==> config.mk <==
export PLATFORM = sky130hd
export DESIGN_NAME = nearest_color_match
export DESIGN_NICKNAME = d
export VERILOG_FILES = /design/src/hdl/ncm_pkg.sv /design/src/hdl/ncm_table.sv /design/src/hdl/ncm_dist.sv /design/src/hdl/nearest_color_match.sv
export SDC_FILE = /design/constraint.sdc
export NUM_CORES = 2
export LEC_CHECK = 0
export BUFFER_PORTS_ARGS = -buffer_cell sky130_fd_sc_hd__buf_4
export CORE_MARGIN = 2
export CORE_UTILIZATION = 53
export DETAILED_ROUTE_END_ITERATION = 10
export PLACE_DENSITY_LB_ADDON = 0.15
export RECOVER_POWER = 50
export SLEW_MARGIN = 25
export SYNTH_ARGS = -nofsm -noshare
export SYNTH_HDL_FRONTEND = slang
export SYNTH_HIERARCHICAL = 1
export SYNTH_SLANG_ARGS = --single-unit
==> constraint.sdc <==
create_clock -name clk -period 16.2 [get_ports clk]
set_clock_uncertainty 0.05 [all_clocks]
set_input_delay 0 -clock clk [delete_from_list [all_inputs] [get_ports clk]]
set_output_delay 0 -clock clk [all_outputs]
set_load 0.1 [all_outputs]
==> src/hdl/ncm_pkg.sv <==
// ----------------------------------------------------------------------------
// ncm_pkg
// Shared types and codes for the nearest color match block: the request and
// result payloads and the request type codes.
// ----------------------------------------------------------------------------
package ncm_pkg;

  localparam int CHAN_W       = 10;
  localparam int ENTRY_IDX_W  = 4;
  localparam int MATCH_IDX_W  = 4;
  localparam int MATCH_DIST_W = 11;
  localparam int COUNT_W      = 5;

  localparam logic REQ_WRITE    = 1'b0;
  localparam logic REQ_CLASSIFY = 1'b1;

  typedef struct packed {
    logic                   req_type;
    logic [ENTRY_IDX_W-1:0] entry_index;
    logic [CHAN_W-1:0]      red_value;
    logic [CHAN_W-1:0]      green_value;
    logic [CHAN_W-1:0]      blue_value;
  } in_item_t;

  typedef struct packed {
    logic [MATCH_IDX_W-1:0]  match_index;
    logic [MATCH_DIST_W-1:0] match_distance;
    logic                    match_found;
  } out_item_t;

endpackage

==> src/hdl/ncm_table.sv <==
// ----------------------------------------------------------------------------
// ncm_table
// Reference signature store: one write port and one read port with a
// registered read.
// ----------------------------------------------------------------------------
module ncm_table #(
  parameter int DEPTH  = 16,
  parameter int WIDTH  = 30,
  parameter int ADDR_W = 4
) (
  input  logic              clk,
  input  logic              wr_en,
  input  logic [ADDR_W-1:0] wr_addr,
  input  logic [WIDTH-1:0]  wr_data,
  input  logic              rd_en,
  input  logic [ADDR_W-1:0] rd_addr,
  output logic [WIDTH-1:0]  rd_data
);

  logic [WIDTH-1:0] mem [DEPTH];
  logic [WIDTH-1:0] rd_data_r;

  always_ff @(posedge clk) begin
    if (wr_en) begin
      mem[wr_addr] <= wr_data;
    end
  end

  always_ff @(posedge clk) begin
    if (rd_en) begin
      rd_data_r <= mem[rd_addr];
    end
  end

  assign rd_data = rd_data_r;

endmodule

==> src/hdl/ncm_dist.sv <==
// ----------------------------------------------------------------------------
// ncm_dist
// Weighted distance unit: squares the channel differences, forms
// 5dr^2 + 5dg^2 + 4db^2 and finds the largest k with 5k^2 not above it, one
// bit of k per cycle, most significant bit first.
// ----------------------------------------------------------------------------
module ncm_dist #(
  parameter int SAMPLE_BITS = 10
) (
  input  logic                     clk,
  input  logic                     rst_n,
  input  logic                     start,
  input  logic [3*SAMPLE_BITS-1:0] sample,
  input  logic [3*SAMPLE_BITS-1:0] ref_entry,
  output logic                     done,
  output logic [SAMPLE_BITS:0]     distance
);

  localparam int SW   = SAMPLE_BITS;
  localparam int QW   = 2 * SW;
  localparam int SUMW = 2 * SW + 5;
  localparam int KW   = SW + 1;
  localparam int JW   = $clog2(SW + 1);

  localparam logic [1:0] PH_IDLE = 2'd0;
  localparam logic [1:0] PH_SUM  = 2'd1;
  localparam logic [1:0] PH_ROOT = 2'd2;

  logic [1:0]      phase_r;
  logic            done_r;
  logic [QW-1:0]   sq_red_r, sq_green_r, sq_blue_r;
  logic [SUMW-1:0] sum_r;
  logic [SUMW-1:0] acc_r;
  logic [KW-1:0]   root_r;
  logic [JW-1:0]   bit_r;

  logic [SW-1:0]   diff_red, diff_green, diff_blue;
  logic [SW-1:0]   s_red, s_green, s_blue, e_red, e_green, e_blue;
  logic [SUMW-1:0] root_x10, cand;

  assign s_red   = sample[3*SW-1:2*SW];
  assign s_green = sample[2*SW-1:SW];
  assign s_blue  = sample[SW-1:0];
  assign e_red   = ref_entry[3*SW-1:2*SW];
  assign e_green = ref_entry[2*SW-1:SW];
  assign e_blue  = ref_entry[SW-1:0];

  assign diff_red   = (s_red   >= e_red)   ? s_red   - e_red   : e_red   - s_red;
  assign diff_green = (s_green >= e_green) ? s_green - e_green : e_green - s_green;
  assign diff_blue  = (s_blue  >= e_blue)  ? s_blue  - e_blue  : e_blue  - s_blue;

  // Trial value 5(k + 2^j)^2 = 5k^2 + 10k*2^j + 5*4^j, where k holds only bits above j.
  assign root_x10 = (SUMW'(root_r) << 3) + (SUMW'(root_r) << 1);
  assign cand     = acc_r + (root_x10 << bit_r) + (SUMW'(5) << {bit_r, 1'b0});

  always_ff @(posedge clk) begin
    if (!rst_n) begin
      phase_r <= PH_IDLE;
      done_r  <= 1'b0;
    end else begin
      done_r <= 1'b0;
      unique case (phase_r)
        PH_IDLE: begin
          if (start) begin
            phase_r <= PH_SUM;
          end
        end
        PH_SUM: begin
          phase_r <= PH_ROOT;
        end
        PH_ROOT: begin
          if (bit_r == '0) begin
            done_r  <= 1'b1;
            phase_r <= PH_IDLE;
          end
        end
        default: begin
          phase_r <= PH_IDLE;
        end
      endcase
    end
  end

  always_ff @(posedge clk) begin
    if (phase_r == PH_IDLE && start) begin
      sq_red_r   <= QW'(diff_red * diff_red);
      sq_green_r <= QW'(diff_green * diff_green);
      sq_blue_r  <= QW'(diff_blue * diff_blue);
    end
    if (phase_r == PH_SUM) begin
      sum_r  <= (SUMW'(sq_red_r) << 2) + SUMW'(sq_red_r)
              + (SUMW'(sq_green_r) << 2) + SUMW'(sq_green_r)
              + (SUMW'(sq_blue_r) << 2);
      acc_r  <= '0;
      root_r <= '0;
      bit_r  <= JW'(SW);
    end
    if (phase_r == PH_ROOT) begin
      if (cand <= sum_r) begin
        acc_r  <= cand;
        root_r <= root_r | (KW'(1) << bit_r);
      end
      if (bit_r != '0) begin
        bit_r <= bit_r - JW'(1);
      end
    end
  end

  assign done     = done_r;
  assign distance = root_r;

endmodule

==> src/hdl/nearest_color_match.sv <==
// ----------------------------------------------------------------------------
// nearest_color_match
// Nearest reference color classifier with a weighted Euclidean distance.
// ----------------------------------------------------------------------------
// A write request (req_type 0) stores one RGB reference in the table at the
// edge it is accepted and gives no result. A classify request compares its
// signature with entries 0 to entry_count-1 (capped at MAX_ENTRIES) and gives
// one result, on out_data for exactly one cycle with out_valid high; it
// cannot be held off. When no entries are in use, the result comes in the
// cycle after the classify is accepted, with match_found low. Each entry
// costs a table read, a squaring step, a summing step and the iterative root,
// one bit per cycle, and busy stays high until the strobe. A write is done in
// its accept cycle. Read only entries that were written. The user must write
// entry_count through the cfg port only while the block is idle; the block
// itself does not enforce this.
module nearest_color_match
  import ncm_pkg::*;
#(
  parameter int MAX_ENTRIES = 16,
  parameter int SAMPLE_BITS = 10
) (
  input  logic               clk,
  input  logic               rst_n,
  input  logic               start,
  output logic               busy,
  input  in_item_t           in_data,
  output logic               out_valid,
  output out_item_t          out_data,
  input  logic               cfg_valid,
  output logic               cfg_ready,
  input  logic [COUNT_W-1:0] cfg_data
);

  localparam int SW  = SAMPLE_BITS;
  localparam int AW  = (MAX_ENTRIES > 1) ? $clog2(MAX_ENTRIES) : 1;
  localparam int CW  = $clog2(MAX_ENTRIES + 1);
  localparam int IW  = (AW > ENTRY_IDX_W) ? AW : ENTRY_IDX_W;

  localparam logic [1:0] ST_IDLE  = 2'd0;
  localparam logic [1:0] ST_FETCH = 2'd1;
  localparam logic [1:0] ST_LOAD  = 2'd2;
  localparam logic [1:0] ST_CALC  = 2'd3;

  logic [1:0]         state_r, state_nxt;
  logic [COUNT_W-1:0] entry_count_r;
  logic [CW-1:0]      scan_r, scan_nxt;
  logic [CW-1:0]      limit_r, limit;
  logic [3*SW-1:0]    sample_r;
  logic [AW-1:0]      best_idx_r;
  logic [SW:0]        best_dist_r;
  logic               found_r;
  logic               out_valid_r;

  logic               accept;
  logic               wr_en;
  logic [IW-1:0]      wr_idx;
  logic [3*SW-1:0]    in_sample;
  logic               rd_en;
  logic [3*SW-1:0]    rd_data;
  logic               dist_start;
  logic               dist_done;
  logic [SW:0]        distance;
  logic               last_entry;

  assign accept    = start && !busy;
  assign in_sample = {SW'(in_data.red_value), SW'(in_data.green_value),
                      SW'(in_data.blue_value)};
  assign wr_idx    = IW'(in_data.entry_index);
  assign wr_en     = accept && in_data.req_type == REQ_WRITE
                     && int'(in_data.entry_index) < MAX_ENTRIES;

  assign limit = (int'(entry_count_r) > MAX_ENTRIES) ? CW'(MAX_ENTRIES)
                                                      : CW'(entry_count_r);

  assign cfg_ready = 1'b1;

  always_ff @(posedge clk) begin
    if (!rst_n) begin
      entry_count_r <= '0;
    end else if (cfg_valid && cfg_ready) begin
      entry_count_r <= cfg_data;
    end
  end

  // Reads and writes never overlap: writes are taken only while idle, and a
  // classify reads the table only while busy is high.
  ncm_table #(
    .DEPTH  (MAX_ENTRIES),
    .WIDTH  (3 * SW),
    .ADDR_W (AW)
  ) u_table (
    .clk     (clk),
    .wr_en   (wr_en),
    .wr_addr (wr_idx[AW-1:0]),
    .wr_data (in_sample),
    .rd_en   (rd_en),
    .rd_addr (scan_r[AW-1:0]),
    .rd_data (rd_data)
  );

  ncm_dist #(
    .SAMPLE_BITS (SW)
  ) u_dist (
    .clk       (clk),
    .rst_n     (rst_n),
    .start     (dist_start),
    .sample    (sample_r),
    .ref_entry (rd_data),
    .done      (dist_done),
    .distance  (distance)
  );

  assign rd_en      = state_r == ST_FETCH;
  assign dist_start = state_r == ST_LOAD;
  assign last_entry = scan_r + CW'(1) == limit_r;

  always_comb begin
    state_nxt = state_r;
    scan_nxt  = scan_r;
    unique case (state_r)
      ST_IDLE: begin
        if (accept && in_data.req_type == REQ_CLASSIFY && limit != '0) begin
          state_nxt = ST_FETCH;
          scan_nxt  = '0;
        end
      end
      ST_FETCH: state_nxt = ST_LOAD;
      ST_LOAD:  state_nxt = ST_CALC;
      ST_CALC: begin
        if (dist_done) begin
          if (last_entry) begin
            state_nxt = ST_IDLE;
          end else begin
            state_nxt = ST_FETCH;
            scan_nxt  = scan_r + CW'(1);
          end
        end
      end
      default: state_nxt = ST_IDLE;
    endcase
  end

  always_ff @(posedge clk) begin
    if (!rst_n) begin
      state_r     <= ST_IDLE;
      out_valid_r <= 1'b0;
    end else begin
      state_r     <= state_nxt;
      out_valid_r <= (accept && in_data.req_type == REQ_CLASSIFY && limit == '0)
                     || (state_r == ST_CALC && dist_done && last_entry);
    end
  end

  always_ff @(posedge clk) begin
    scan_r <= scan_nxt;
    if (accept && in_data.req_type == REQ_CLASSIFY) begin
      sample_r    <= in_sample;
      limit_r     <= limit;
      best_idx_r  <= '0;
      best_dist_r <= '0;
      found_r     <= 1'b0;
    end else if (state_r == ST_CALC && dist_done) begin
      // Strictly smaller only, so a tie keeps the lower index.
      if (!found_r || distance < best_dist_r) begin
        best_idx_r  <= scan_r[AW-1:0];
        best_dist_r <= distance;
      end
      found_r <= 1'b1;
    end
  end

  assign busy                    = state_r != ST_IDLE;
  assign out_valid               = out_valid_r;
  assign out_data.match_index    = MATCH_IDX_W'(best_idx_r);
  assign out_data.match_distance = MATCH_DIST_W'(best_dist_r);
  assign out_data.match_found    = found_r;

  // A result is shown only once the scan has finished.
  assert property (@(posedge clk) disable iff (!rst_n) out_valid |-> !busy)
    else $error("result strobe while a scan is still running");

  // The distance unit reports only for a scan in progress.
  assert property (@(posedge clk) disable iff (!rst_n) dist_done |-> state_r == ST_CALC)
    else $error("distance unit finished outside a scan");

  // An empty comparison leaves index and distance at zero.
  assert property (@(posedge clk) disable iff (!rst_n)
    out_valid && !out_data.match_found |->
      out_data.match_index == '0 && out_data.match_distance == '0)
    else $error("no-match result carries a nonzero index or distance");

  // A scan never goes beyond the entries in use.
  assert property (@(posedge clk) disable iff (!rst_n)
    state_r == ST_FETCH |-> scan_r < limit_r)
    else $error("table read beyond the entries in use");

endmodule
==> results.cfg <==
[sta]
slew-limit-headroom_pct = -129
fin_crit_ns = 8.49
maxSlewViolCount = 183
fin_ws_ns = 7.71
period_share_pct = 52.4
rsz0062_at_grt = false
max_freq_ghz = 0.118
setup_viol = 0
worstMarginPinSlew_ns = 3.44
fin_setup_tns_ns = 0
hold_violations = 0

[drt]
routed_via_density = 5.76
wirelength_mm = 94.3
drt_iter0_drc = 1969
ant_nets = 0
drcViolationCount = 0
via_count = 25500
drtPass1Iterations = 6
wl_per_cell_um = 21.3

[critical_path]
critical_path.max_stage_delay_ns = 0.80
start_kind = flop
cp-end-kind = flop
critPathKind = reg -> reg
crit_required_ns = 16.51
cp_top_family = adder cells
crit_fanout = 12
cpMostUsedCell = fa_1
rrSetupSlack_ns = 7.71
arrival_ns = 8.80
critPathSlowestCell = xnor2_1
critPathBufInv = 3

[floorplanning]
initial_core_util_pct = 53.3
die_y_um = 285
dieWidth_um = 285
fp-row-count = 103
pin_count = 63
core_area_um2 = 78600
die-area_um2 = 81400

[global_route]
grt-ovfl-total = 0
grt_pass1_wl_mm = 150
grt_max_degree = 111
groute.usage.overall_pct = 23.6
grt_pass1_vias = 26700
antenna_found_initial = 2

[synth]
yosysWarnings = 6
synth_cells = 3181
synth_area_leader_cell = edfxtp_1
yosysSeqAreaShare_pct = 48.5
synth-edff-count = 632
yosys_most_used_dff = edfxtp_1
ys_types = 99
synth_area_um2 = 41900
yosys-top-cells-area = edfxtp_1 45%, fa_1 10%, ha_1 9.6%, mux4_2 3.6%, mux4_1 3.4%
yosysMostFrequentCell = edfxtp_1
synthTopCellsByCount = 632 x edfxtp_1, 355 x inv_1, 323 x ha_1, 210 x fa_1, 198 x nor2_1
synth_area_per_cell_um2 = 13.2
async_reset_ff_share_pct = 0
synth_top_area_share_pct = 45.3
ys_ff_latch = 699

[clocking]
cts_root_buffer = clkbuf_16
cts_buffer_depth = 3
cts_setup_buffers = 0
clock_latency_ns = 0.64
cts-buffers-inserted = 75
htreeDepth = 3
cts_tree = yes
cts_sinks = 699
clkTransAtPathRegs_ns = 0.06

[outcome]
status = finished, violations left
violations = max-capacitance violations, max-slew violations

[finish]
postLayoutCellArea_um2 = 46400
synthToLayoutAreaGrowth_pct = 10.7
nets = 3890
regArea_um2 = 20300
diodes = 0
layout-drive-gt1-share_pct = 9.63
fillers = 6301
multi_input_area_um2 = 19900

[placement]
port_buffers = 61
dpl_cell_area_um2 = 43600
place_hpwl_mm = 64.2
pre_cts_slack_ns = 7.70
gp_congestion = 0.883

[worst_hold_path]
min_path_type = in -> reg

[job]
cap_violations = 4
cell usage in the layout, fill, tap and decap left out, types with 21 or more instances in the layout:
master           n
edfxtp_1       632
nor2b_1         38
o21bai_1        21
dlygate4sd3_1   51
a21oi_1        131
xnor2_1         90
mux4_2          67
clkbuf_16       76
nor2_1         185
nor3_1          43
clkbuf_1        73
a21o_1          56
fa_1           210
nand3_1         30
o21ai_0         79
a22oi_1         63
inv_1          356
mux2i_1         53
dfxtp_1         67
xor2_1          33
or2_2           28
nand2b_1        32
ha_1           323
mux4_1          54
o21a_1          31
buf_4           43
nand2_1        187
repair_timing:
action	CTS	global route
setup endpoints to repair	0	0
gates resized for setup	0	0
hold buffers	51	0
hold endpoints to repair	550	0
final cells by class:
cell class                      count  area share [%]
Sequential cell                   699            43.8
Multi-Input combinational cell   2029            42.8
Clock buffer                       97            4.27
Inverter                          360            2.91
Tap cell                         1050            2.83
Timing Repair Buffer              148            2.29
Clock inverter                     42            1.08
metrics by stage:
step,std cells,util (%),hold slack (ns)
4_1_cts,4424,59.2,0.0281
5_1_grt,4425,59.0,0.0669
6_report,4425,59.0,0.0720
2_1_floorplan,3182,-,0.0489
3_3_place_gp,4234,55.4,0.215
3_5_place_dp,4234,55.4,0.217
sequential cells by signal, summed over array words and instances, names as in the netlist, 4 cells and up:
signal / count
u_dist/acc_r: 25
entry_count_r: 5
u_dist/sum_r: 25
u_dist/sq_green_r: 19
u_dist/distance: 11
best_dist_r: 11
u_table/mem: 480
scan_r: 5
u_dist/bit_r: 4
sample_r: 30
limit_r: 5
u_dist/sq_blue_r: 19
u_dist/sq_red_r: 19
u_table/rd_data: 30
best_idx_r: 4
cells by family (layout without fill, tap and decap cells):
group           count (synthesis)  after routing  share of synthesized area (%)
flops                         699            699                           48.5
other cells                     2              3                         0.0179
xor+xnor                      131            131                           2.82
buf+inv                       454            647                           4.59
compound gates                514            514                           8.32
mux                           192            192                           8.74
fa+ha+maj                     533            533                           19.7
simple gates                  656            656                           7.39
path summary, 6_finish.rpt:
path | start | to | depth (start not counted)
worst min register to register | u_dist/acc_r[0]$_DFF_P_ | u_dist/acc_r[0]$_DFF_P_ | 2
worst max register to register | sample_r[10]$_DFFE_PP_ | u_dist/sq_green_r[19]$_DFFE_PP_ | 28
worst max-delay path | sample_r[10]$_DFFE_PP_ | u_dist/sq_green_r[19]$_DFFE_PP_ | 28
worst min-delay path | in_data[33] | u_table/mem[5][3]$_DFFE_PP_ | 3
tightest hold or removal path: stages:
cell and delay [ns]:
buf_4 0.09, nand3b_1 0.31, nor2_4 0.15
routing by layer:
layer	track usage, %	vias up	part of all wire, %
li1	-	11800	-
met2	39.5	600	49
met5	0	-	0.014
met3	3.32	137	5.1
met1	32.7	12900	44
met4	5.76	2	2.2
Power is not shown: default switching activity piles up to over one toggle a cycle in this logic, so the estimate is an artifact.
